[config.mk]
export PLATFORM = sky130hd
export DESIGN_NAME = mpw_ctrl
export DESIGN_NICKNAME = d
export VERILOG_FILES = /design/src/mpw_pkg.sv /design/src/mpw_ctrl.sv
export SDC_FILE = /design/constraint.sdc
export NUM_CORES = 1
export LEC_CHECK = 0
export BUFFER_PORTS_ARGS = -buffer_cell sky130_fd_sc_hd__buf_2
export CAP_MARGIN = 25
export CORE_AREA = 2 2 39 41
export DETAILED_ROUTE_END_ITERATION = 8
export DIE_AREA = 0 0 41 43
export GPL_TIMING_DRIVEN = 0
export MAX_ROUTING_LAYER = met4
export SYNTH_ARGS = -nofsm -noshare
export SYNTH_HDL_FRONTEND = slang
export SYNTH_SLANG_ARGS = --single-unit
[constraint.sdc]
create_clock -name clock -period 2.3 [get_ports clock]
set_input_delay 0.23 -clock clock [delete_from_list [all_inputs] [get_ports clock]]
set_output_delay 0.23 -clock clock [all_outputs]
set_load 0.03 [all_outputs]
[src/mpw_pkg.sv]
// Package for the max pooling window block: shared types, codes and defaults.
`timescale 1ns / 1ps

package mpw_pkg;

   localparam int DEF_MAX_HEIGHT = 64;
   localparam int DEF_MAX_WIDTH  = 64;
   localparam int DEF_MAX_WINDOW = 8;

   // Field widths fixed by the interface
   localparam int COORD_W = 6;    // pixel / output coordinates
   localparam int VALUE_W = 16;   // Q8.8 sample
   localparam int PLANE_W = 7;    // plane size registers, also scan counter width
   localparam int PAD_W   = 3;
   localparam int WIN_W   = 4;    // window size and stride registers
   localparam int CSR_IDX_W  = 3;
   localparam int CSR_DATA_W = 7;
   localparam int POS_W   = 12;   // signed window bounds, before and after clipping

   localparam logic REQ_WRITE = 1'b0;
   localparam logic REQ_QUERY = 1'b1;

   localparam logic [CSR_IDX_W-1:0] CSR_PLANE_HEIGHT  = 3'd0;
   localparam logic [CSR_IDX_W-1:0] CSR_PLANE_WIDTH   = 3'd1;
   localparam logic [CSR_IDX_W-1:0] CSR_PAD_ROWS      = 3'd2;
   localparam logic [CSR_IDX_W-1:0] CSR_PAD_COLS      = 3'd3;
   localparam logic [CSR_IDX_W-1:0] CSR_WINDOW_HEIGHT = 3'd4;
   localparam logic [CSR_IDX_W-1:0] CSR_WINDOW_WIDTH  = 3'd5;
   localparam logic [CSR_IDX_W-1:0] CSR_STEP_ROWS     = 3'd6;
   localparam logic [CSR_IDX_W-1:0] CSR_STEP_COLS     = 3'd7;

   typedef struct packed {
      logic store;   // write transaction accepted: write the sample
      logic load;    // query transaction accepted: capture the position
      logic mul;     // form position times stride
      logic clip;    // form clipped window bounds
      logic start;   // initialise scan counters and running maximum
      logic scan;    // read one sample at the scan position
      logic emit;    // load the result register
   } cmd_type;

   typedef struct packed {
      logic empty;     // clipped window holds nothing
      logic last;      // scan position is the final sample of the window
      logic out_free;  // result register can take a new result this cycle
   } status_type;

endpackage

[src/mpw_ctrl.sv]
// Controller state machine for the max pooling window block.
`timescale 1ns / 1ps

module mpw_ctrl (
   input  logic                clock,
   input  logic                reset,
   input  logic                req_valid,
   input  logic                req_type,
   output logic                req_stall,
   input  mpw_pkg::status_type status,
   output mpw_pkg::cmd_type    cmd
);
   import mpw_pkg::*;

   localparam logic [2:0] S_IDLE  = 3'd0;
   localparam logic [2:0] S_MUL   = 3'd1;
   localparam logic [2:0] S_CLIP  = 3'd2;
   localparam logic [2:0] S_CHECK = 3'd3;
   localparam logic [2:0] S_SCAN  = 3'd4;
   localparam logic [2:0] S_DRAIN = 3'd5;
   localparam logic [2:0] S_DONE  = 3'd6;

   logic [2:0] state_ff;
   logic [2:0] state_in;
   logic       idle;

   assign idle      = (state_ff == S_IDLE);
   assign req_stall = !idle;

   always_comb begin
      state_in = state_ff;
      case (state_ff)
         S_IDLE: begin
            if (req_valid && req_type == REQ_QUERY) state_in = S_MUL;
         end
         S_MUL:   state_in = S_CLIP;
         S_CLIP:  state_in = S_CHECK;
         S_CHECK: state_in = status.empty ? S_DONE : S_SCAN;
         S_SCAN: begin
            if (status.last) state_in = S_DRAIN;
         end
         S_DRAIN: state_in = S_DONE;
         S_DONE: begin
            if (status.out_free) state_in = S_IDLE;
         end
         default: state_in = S_IDLE;
      endcase
   end

   always_comb begin
      cmd.store = idle && req_valid && (req_type == REQ_WRITE);
      cmd.load  = idle && req_valid && (req_type == REQ_QUERY);
      cmd.mul   = (state_ff == S_MUL);
      cmd.clip  = (state_ff == S_CLIP);
      cmd.start = (state_ff == S_CHECK) && !status.empty;
      cmd.scan  = (state_ff == S_SCAN);
      cmd.emit  = (state_ff == S_DONE) && status.out_free;
   end

   always_ff @(posedge clock) begin
      if (reset) begin
         state_ff <= S_IDLE;
      end else begin
         state_ff <= state_in;
      end
   end

`ifndef SYNTHESIS
   // a result is never loaded over one that has not been taken
   a_emit_free: assert property (@(posedge clock) disable iff (reset)
      cmd.emit |-> status.out_free)
      else $error("result loaded while result register busy");

   // scanning only happens on a window that holds samples
   a_scan_nonempty: assert property (@(posedge clock) disable iff (reset)
      (state_ff == S_SCAN) |-> !status.empty)
      else $error("scan running over an empty window");

   // after a query is taken, no transaction is taken on the next cycle
   a_query_busy: assert property (@(posedge clock) disable iff (reset)
      cmd.load |=> req_stall)
      else $error("input open straight after a query");
`endif

endmodule

**Word level (Yosys, flattened, before mapping)**

Index checks and enable logic that the tools add are counted.

- Add/sub/neg operators: 0
- Shifts and indexed selects: 0
- Multiply operators: 0
- Bitwise logic cells: 1
- Mux-type cells: 5
- $lt $le $gt $ge: 0
- Equality and inequality tests: 9
- Divide/modulo/power cells: 0
- Reductions and logical operators: 10

Operator list:

| cell | count |
|---|---|
| $pmux 3 s7 | 1 |
| $eq 3x3->1 const B | 3 |
| $mux 3 | 3 |
| $eq 3x2->1 const B | 2 |
| $logic_and 1x1->1 | 6 |
| $ne 2x2->1 const B | 2 |
| $eq 3x1->1 const B | 1 |
| $logic_not 3->1 | 1 |
| $reduce_and 3->1 | 1 |
| $logic_not 1->1 | 2 |
| $mux 2 | 1 |
| $ne 2x1->1 const B | 1 |
| $not 1->1 | 1 |

- Word-level logic and storage cells: 26
- Output and inout bits: 8
- Register bits: 3
- Bits in latches: 0
- Memory bits (read-only): 0
- Bits of input ports: 7
- Memories kept: 0
- Memory bits (writable): 0

**Depth between registers and ports, before layout**

Gate-level depths: netlist of the first run.

- Word-level depth: 3
- Mapped depth: 4
- Depth with buffers taken out: 3

**Least setup slack after synthesis of the first run**

No wires, ideal clock.

- Path type: reg2out
- From: reg state_ff[2]
- To: out cmd[0] (netlist name)
- Stages on the path, launching flop included: 3
- Setup slack: 0.859 ns
- Data arrival time: 1.211 ns
- Required time: 2.070 ns
- Path buffers: 0
- Path through: dfxtp_1 > inv_1 > nor3_1

RTL lines:

| item | line | text |
|---|---|---|
| from (decl) | mpw_ctrl.sv:23 | `logic [2:0] state_ff;` |
| from (signal assigned) | mpw_ctrl.sv:64 | `state_ff <= state_in;` |
| to (decl) | mpw_ctrl.sv:11 | `output mpw_pkg::cmd_type cmd` |

==> metrics.yaml, run 1 <==
synthesis:
  netlist_area_um2: 216
  yosysUniqueCellTypes: 15
  syn-instance-count: 29
  yosysWarningCount: 0
  yosysSeqAreaShare_pct: 27.7
  ys_ff_latch: 3
  syn_area_per_cell_um2: 7.46
  mappedNetlistNets: 36
die:
  core_um2: 1380
  io_pins: 15
  num_rows: 14
  initial_core_util_pct: 15.6
  die_height_um: 43
  fp.dieArea_um2: 1760
  die_w_um: 41
placement:
  dp_slack_ns: 1.01
  dp_cells: 59
  gp_congestion: 0.694
  port-buffer-count: 14
finish:
  final_cell_mix: "buf_2, nor3_1, nand2_1, nor2_1"
  instances_no_fill: 63
  final_common_cell: "buf_2"
  seq_area_um2: 60.1
  multi_input_area_um2: 126
  drive_above_1_share_pct: 44.7
  top_register: "state_ff"
  final_nets: 55
  num-fill-cells: 158
  top_regs: "state_ff (3)"
  largest_register_ffs: 3
  area_growth_syn_to_layout_pct: 53.8
  antenna_cells: 0
  final_util_pct: 24.1
critical_path:
  cp.arrival_ns: 1.32
  crit_path_cell_trace: "buf_6, nor3_1, and3_1, buf_2"
  cpPeakStageDelay_ns: 0.30
  crit_fanout: 10
  setup.worst_path.start: "state_ff[1]"
  reg2reg_slack_ns: 1.31
  endpoint_kind: "output pin"
  r2r-end: "state_ff[0]"
  r2r-start: "state_ff[1]"
  crit_path_end: "cmd[5]"
  cp_data_required_time_ns: 2.07
  setup.worst_path.start_class: "flip-flop"
  critical_path_class: "reg -> out"
  worst_r2r_path_depth: 3
  critPathSlowestCell: "dfxtp_1"
clocking:
  clockBufferDepth: 2
  holdBufCountCts: 0
  cts_tree: "done"
  clock-sinks: 3
  numCtsBuffers: 3
  clk_pin_slew_ns: 0.04
  cts_resized: 0
  post_cts_buffers: 0
  clk_latency_ns: 0.23
  cts-root-buf: "clkbuf_4"
  htreeDepth: 1
timing:
  hold_viol: 0
  drv_slew: 0
  period_minus_slack_ns: 1.55
  rsz0062_at_grt: "false"
  skew_ns: 0.00135
  fmax_ghz: 0.645
  setup_viol: 0
  tns_ns: 0
  setup_ws_ns: 0.751
  slew_headroom_pct: 79.6
  fin_crit_sh_pct: 67.4
  worstMarginPinSlew_ns: 0.303
  hold_ws_ns: 0.195
routing:
  postRouteWirelength_um: 531
  drc_errors: 0
  detail-route-antenna-nets: 0
  via_per_inst: 4.03
  wl_per_cell_um: 8.43
  vias: 254
  dr.first_iter.drc_count: 2
  first_pass_iters: 3
global_routing:
  grt_overflow: 0
  grt_pass1_wl_um: 821
  antenna_found_initial: 0
  grt_pass1_vias: 189
  grt_usage_pct: 7.91
  grt_max_degree: 11
status:
  status: "finished clean"
pwr:
  power_density_nw_per_um2: 680
  ir_worst_vdd_v: 0.000294
  p_leak_nw: 0.163
worst_hold_path:
  min_path_cells: 2
  min_path_type: "in -> reg"
job:
  maxCapViolations: 0
-- Yosys cell counts (all sizes together) --
master	n	share of area, %
nand3	1	2.3
inv	2	3.5
a21oi	2	4.6
and3	1	2.9
nor2	4	6.9
o21ai	1	2.3
nand2b	2	9.2
a211oi	1	3.5
nor3	4	9.2
dfxtp	3	28
a2111oi	1	6.9
buf	2	10
nor3b	1	3.5
nand2	4	6.9
-- metrics by stage --
stage | area, um2 | power, mW
floorplan | 216 | 0.114
global placement | 307 | 0.134
detailed placement | 307 | 0.134
CTS | 333 | 0.233
global route | 333 | 0.250
finish | 333 | 0.226
-- how the worst min path moves through the flow --
stage	start	endpoint
2_1_floorplan	reset	state_ff[0]
3_3_place_gp	reset	state_ff[0]
3_5_place_dp	reset	state_ff[0]
4_1_cts	reset	state_ff[0]
5_1_grt	reset	state_ff[2]
6_report	reset	state_ff[0]
-- critical path: cells and delay by family (launching register included) --
family / cells / cell delay, ns
and+or+nand+nor: 2 / 0.47
buffers and inverters: 2 / 0.32
DFF: 1 / 0.30
-- per-layer routing --
layer | vias to the layer above | GRT usage, % | part of all wire (%)
met2 | 12 | 7.50 | 40
met4 | 0 | 4.00 | 0
met3 | 0 | 7.85 | 13
met1 | 109 | 10.2 | 46
li1 | 133 | - | -
met5 | - | - | 0
-- where the power goes --
group / internal (mW) / switching, mW / leakage [nW] / total, mW
clock network: 0.0650 / 0.0277 / 0.0150 / 0.0928
logic: 0.0285 / 0.0466 / 0.123 / 0.0751
registers: 0.0563 / 0.00216 / 0.0246 / 0.0584
total: 0.150 / 0.0765 / 0.163 / 0.226
-- logic make-up after synthesis --
family | Yosys count | synth area share [%]
simple gates | 17 | 41.0
compound gates | 5 | 17.3
buf+inv | 4 | 13.9
flops | 3 | 27.7
-- layout make-up --
cell class	instances	share of cell area, %
Sequential cell	3	18.0
Tap cell	16	6.02
Buffer	2	6.77
Clock buffer	4	7.89
Multi-Input combinational cell	22	38.0
Timing Repair Buffer	14	21.1
Inverter	2	2.26
Power figures use the tool's default switching activity.
==> run 2: changes to the inputs <==
- clock period: 2.3 -> 1.6 ns (I/O delays scaled with it)
==> run 2 against run 1 <==
  * Die area is the same
  * Worst setup slack lost 0.53 ns
  * Sequential power grew 44%
  * Combinational power grew 45%
  * Register-to-register slack lost 0.70 ns
  * Design area grew 1.5%
  * Clock skew is essentially flat
  * Critical path type unchanged
  * Largest cell class unchanged
==> metrics.yaml, run 2 (synthesis gave the netlist of run 1 again) <==
status:
  status: "finished clean"  # unchanged
global_routing:
  antenna_found_initial: 0  # unchanged
  grt_pass1_wl_um: 821  # unchanged
  grt_overflow: 0  # unchanged
  grt_pass1_vias: 189  # unchanged
  grt_usage_pct: 7.91  # unchanged
  grt_max_degree: 11  # unchanged
timing:
  rsz0062_at_grt: "false"  # unchanged
  skew_ns: 0.00106  # was 0.00135 ns
  period_minus_slack_ns: 1.38
  setup_viol: 0  # unchanged
  worstMarginPinSlew_ns: 0.270  # was 0.303 ns
  tns_ns: 0  # unchanged
  fin_crit_sh_pct: 86.0
  fmax_ghz: 0.726
  drv_slew: 0  # unchanged
  slew_headroom_pct: 81.9  # was 79.6%
  hold_ws_ns: 0.125  # was 0.195 ns
  hold_viol: 0  # unchanged
clocking:
  holdBufCountCts: 0  # unchanged
  htreeDepth: 1  # unchanged
  clk_latency_ns: 0.23  # about the same
  clk_pin_slew_ns: 0.04  # about the same
  numCtsBuffers: 3  # unchanged
  clockBufferDepth: 2  # unchanged
  cts_tree: "done"  # unchanged
  cts-root-buf: "clkbuf_4"  # unchanged
  clock-sinks: 3  # unchanged
critical_path:
  cp_data_required_time_ns: 1.44  # was 2.07 ns
  critical_path_class: "reg -> out"  # unchanged
  cp.arrival_ns: 1.22  # was 1.32 ns
  setup.worst_path.start_class: "flip-flop"  # unchanged
  worst_r2r_path_depth: 3  # unchanged
  setup.worst_path.start: "state_ff[2]"  # was state_ff[1]
  r2r-start: "state_ff[1]"  # unchanged
  crit_fanout: 6  # was 10
  endpoint_kind: "output pin"  # unchanged
  crit_path_end: "cmd[0]"  # was cmd[5]
  r2r-end: "state_ff[0]"  # unchanged
  reg2reg_slack_ns: 0.61  # was 1.31 ns
finish:
  area_growth_syn_to_layout_pct: 56.1  # was 53.8%
  final_common_cell: "buf_2"  # unchanged
  final_nets: 55  # unchanged
  drive_above_1_share_pct: 46.8  # was 44.7%
  antenna_cells: 0  # unchanged
  final_cell_mix: "buf_2, nand2_1, nor2_1"  # was buf_2, nor3_1, nand2_1, nor2_1
  largest_register_ffs: 3  # unchanged
  num-fill-cells: 157  # was 158
  design_area_um2: 338  # was 333 um2
  top_register: "state_ff"  # unchanged
  top_regs: "state_ff (3)"  # unchanged
pwr:
  p_sw_mw: 0.110  # was 0.0765 mW
  p_leak_nw: 0.164  # was 0.163 nW
  p_seq_share_pct: 25.8  # about the same
  swShare_pct: 33.7  # was 33.8%
  combPwrFrac_pct: 33.4  # was 33.2%
  clock_power_share_pct: 40.8  # was 41.0%
  power.internal_mw: 0.216  # was 0.150 mW
  ir_worst_vdd_v: 0.000422  # was 0.000294 V
  power_density_nw_per_um2: 966  # was 680 nW/um2
routing:
  dr.first_iter.drc_count: 1  # was 2
  first_pass_iters: 3  # unchanged
  drc_errors: 0  # unchanged
  wl_per_cell_um: 8.32  # was 8.43 um
  via_per_inst: 4.00  # was 4.03
  postRouteWirelength_um: 524  # was 531 um
  vias: 252  # was 254
  detail-route-antenna-nets: 0  # unchanged
worst_hold_path:
  min_path_type: "in -> reg"  # unchanged
die:
  die_w_um: 41  # unchanged
  fp.dieArea_um2: 1760  # unchanged
  io_pins: 15  # unchanged
  initial_core_util_pct: 15.6  # unchanged
  core_um2: 1380  # unchanged
  num_rows: 14  # unchanged
  die_height_um: 43  # unchanged
job:
  maxCapViolations: 0  # unchanged
placement:
  gp_congestion: 0.694  # unchanged
  place_area_um2: 307  # unchanged
  port-buffer-count: 14  # unchanged
## run 2: cell count changes in the layout (fill, tap and decap cells not counted)
cell,before,now
nor3_1,4,3
nor3_2,0,1
## run 2: metrics by stage
| step | worst slack [ns] | power (mW) | cells | util, % |
|---|---|---|---|---|
| floorplan | 0.229 | 0.164 | 29 | - |
| global placement | 0.392 | 0.192 | 59 | 22.2 |
| detailed placement | 0.376 | 0.193 | 59 | 22.2 |
| CTS | 0.117 | 0.334 | 63 | 24.1 |
| global route | 0.121 | 0.360 | 63 | 24.4 |
| finish | 0.223 | 0.326 | 63 | 24.4 |
## run 2: power by group through the flow
stage               Combinational [mW]  Sequential [mW]  Clock (mW)
floorplan                       0.0789           0.0848           0
global placement                 0.107           0.0852           0
detailed placement               0.108           0.0852           0
CTS                              0.109           0.0840       0.142
global route                     0.121           0.0844       0.155
finish                           0.109           0.0841       0.133
## run 2: critical path, cell delays in order (launching register included)
cell	delay [ns]
dfxtp_1	0.43
inv_1	0.13
nor3_1	0.19
buf_2	0.22
## run 2: final cells by class
type / count / area [um2] / share of cell area, %
Timing Repair Buffer: 14 / 70.1 / 20.7
Inverter: 2 / 7.51 / 2.22
Buffer: 2 / 22.5 / 6.67
Multi-Input combinational cell: 22 / 131 / 38.9
Sequential cell: 3 / 60.1 / 17.8
Clock buffer: 4 / 26.3 / 7.78
Tap cell: 16 / 20.0 / 5.93
## run 2: worst min path at each step
stage                from          end  cells past startpoint
floorplan           reset  state_ff[0]                      1
global placement    reset  state_ff[0]                      2
detailed placement  reset  state_ff[0]                      2
CTS                 reset  state_ff[0]                      2
global route        reset  state_ff[2]                      2
finish              reset  state_ff[0]                      2
## run 2: metal layers
metal	GRT usage, %	vias to the layer above	wire, um
met5	-	-	0
met1	10.2	107	228
met3	7.85	0	70
met4	4.00	0	0
li1	-	133	-
met2	7.50	12	225
## run 2: what timing repair did
action / CTS / global route
gates resized for setup: 0 / 1
setup buffers: 0 / 0
endpoints found under the setup margin: 0 / 1
==> run 3: changes to the inputs <==
- CAP_MARGIN: 25 -> 40
- PLACE_DENSITY: not set -> 0.42
- clock period: 1.6 -> 1.3 ns (I/O delays scaled with it)
==> run 3 against run 2 <==
  * First-iteration DRC count grew to 4.0 times the previous value
  * Die area is the same
  * Design area grew 18%
  * Register-to-register slack lost 0.42 ns
  * Worst setup slack lost 0.21 ns
  * Routed wire length grew 13%
  * Non-clock buffer count grew 3
==> metrics.yaml, run 3 (synthesis gave the netlist of run 1 again) <==
status:
  status: "finished clean"  # unchanged
pwr:
  power.internal_mw: 0.285  # was 0.216 mW
  combPwrFrac_pct: 37.2  # was 33.4%
  p_sw_mw: 0.143  # was 0.110 mW
  power.total_mw: 0.428  # was 0.326 mW
  p_seq_share_pct: 24.6  # was 25.8%
  clock_power_share_pct: 38.2  # was 40.8%
  ir_worst_vdd_v: 0.000419  # was 0.000422 V
  swShare_pct: 33.4  # was 33.7%
  power_density_nw_per_um2: 1080  # was 966 nW/um2
  p_leak_nw: 0.186  # was 0.164 nW
global_routing:
  antenna_found_initial: 0  # unchanged
  grt_overflow: 0  # unchanged
  grt_usage_pct: 9.66  # was 7.91%
  grt_pass1_vias: 260  # was 189
  grt_pass1_wl_um: 1080  # was 821 um
  grt_max_degree: 11  # unchanged
routing:
  wl_per_cell_um: 8.98  # was 8.32 um
  first_pass_iters: 2  # was 3
  detail-route-antenna-nets: 0  # unchanged
  drc_errors: 0  # unchanged
  vias: 265  # was 252
  via_per_inst: 4.02  # was 4.00
  dr.first_iter.drc_count: 4  # was 1
  postRouteWirelength_um: 593  # was 524 um
timing:
  slew_headroom_pct: 82.2  # was 81.9%
  tns_ns: 0  # unchanged
  skew_ns: 0.00332  # was 0.00106 ns
  fmax_ghz: 0.779
  rsz0062_at_grt: "true"  # was false
  hold_viol: 0  # unchanged
  drv_slew: 0  # unchanged
  setup_viol: 0  # unchanged
  period_minus_slack_ns: 1.28
  worstMarginPinSlew_ns: 0.266  # was 0.270 ns
  fin_crit_sh_pct: 98.7
clocking:
  cts_tree: "done"  # unchanged
  clk_pin_slew_ns: 0.04  # about the same
  holdBufCountCts: 0  # unchanged
  numCtsBuffers: 3  # unchanged
  clock-sinks: 3  # unchanged
  cts-root-buf: "clkbuf_4"  # unchanged
  clk_latency_ns: 0.23  # about the same
  htreeDepth: 1  # unchanged
  clockBufferDepth: 2  # unchanged
placement:
  place_area_um2: 307  # unchanged
  gp_congestion: 0.614  # was 0.694
  port-buffer-count: 14  # unchanged
  dp_cells: 59  # unchanged
  dp_hpwl_um: 396
critical_path:
  cp.arrival_ns: 1.15  # was 1.22 ns
  reg2reg_slack_ns: 0.19  # was 0.61 ns
  cpPeakStageDelay_ns: 0.31  # was 0.43 ns
  setup.worst_path.start_class: "flip-flop"  # unchanged
  endpoint_kind: "output pin"  # unchanged
  crit_path_cell_trace: "buf_6, nor3_4, and3_1, buf_6"  # was inv_1, nor3_1, buf_2
  cp_num_buf_inv: 2  # unchanged
  cp_data_required_time_ns: 1.17  # was 1.44 ns
  cp_top_family: "simple AND/OR/NAND/NOR gates"  # was flip-flops
  worst_path_most_repeated_cell: "buf_6"
  critical_path_class: "reg -> out"  # unchanged
  critPathSlowestCell: "dfxtp_2"  # was dfxtp_1
  crit_fanout: 6  # unchanged
die:
  die_height_um: 43  # unchanged
  core_um2: 1380  # unchanged
  fp.dieArea_um2: 1760  # unchanged
  io_pins: 15  # unchanged
  initial_core_util_pct: 15.6  # unchanged
  die_w_um: 41  # unchanged
  num_rows: 14  # unchanged
finish:
  final_cell_mix: "buf_2, buf_4, nand2_1, nor2_1"  # was buf_2, nand2_1, nor2_1
  area_growth_syn_to_layout_pct: 83.8  # was 56.1%
  design_area_um2: 398  # was 338 um2
  top_regs: "state_ff (3)"  # unchanged
  drive_above_1_share_pct: 60.0  # was 46.8%
  final_nets: 58  # was 55
  antenna_cells: 0  # unchanged
  largest_register_ffs: 3  # unchanged
  multi_input_area_um2: 148  # was 131 um2
  num-fill-cells: 153  # was 157
  final_common_cell: "buf_2"  # unchanged
  final_util_pct: 28.8  # was 24.4%
  seq_area_um2: 62.6  # was 60.1 um2
  instances_no_fill: 66  # was 63
  top_register: "state_ff"  # unchanged
job:
  maxCapViolations: 0  # unchanged
worst_hold_path:
  min_path_type: "in -> reg"  # unchanged
-- run 3: per-stage QoR --
stage	hold WS, ns	setup slack [ns]
after floorplan	0.199	-0.0406
after global placement	0.345	0.102
after detailed placement	0.343	0.102
after CTS	0.0908	0.000220
after global routing	0.0866	-0.0815
final	0.0981	0.0168
-- run 3: final timing paths --
| check | start | end | depth (start not counted) |
|---|---|---|---|
| max | state_ff[0] | cmd[5] | 4 |
| min reg2reg | state_ff[2] | state_ff[2] | 2 |
| min | reset | state_ff[0] | 2 |
| max reg2reg | state_ff[0] | state_ff[2] | 5 |
-- run 3: what timing repair did --
item / in CTS / in global routing
pin swaps: 1 / 1
buffers inserted: 2 / 1
endpoints found under the hold margin: 0 / 0
setup endpoints to repair: 5 / 6
resized for setup: 6 / 10
-- run 3: worst register-to-register path: cells and delay by family, from the launching register on --
| family | cells | cell delay [ns] |
|---|---|---|
| compound gates | 2 | 0.38 |
| buf+inv | 2 | 0.26 |
| flops | 1 | 0.31 |
| simple gates | 1 | 0.08 |
-- run 3: area by class of cell --
type | count | share of cell area (%)
buffer | 2 | 5.66
clock buffer | 4 | 6.60
inverter | 2 | 2.52
multi-input combinational | 22 | 37.1
sequential | 3 | 15.7
tap | 16 | 5.03
timing repair buffer | 17 | 27.4
-- run 3: routing by layer --
| layer | GRT usage [%] | vias to the layer above | wire [um] |
|---|---|---|---|
| met1 | 11.5 | 112 | 257 |
| li1 | - | 142 | - |
| met4 | 2.00 | 0 | 0 |
| met5 | - | - | 0 |
| met3 | 7.85 | 0 | 52 |
| met2 | 12.5 | 11 | 283 |
-- run 3: power by group through the flow --
stage	clock network [mW]	logic, mW	registers, mW
finish	0.164	0.159	0.105
global route	0.183	0.173	0.107
CTS	0.171	0.154	0.104
detailed placement	0	0.134	0.105
global placement	0	0.134	0.105
floorplan	0	0.0971	0.104
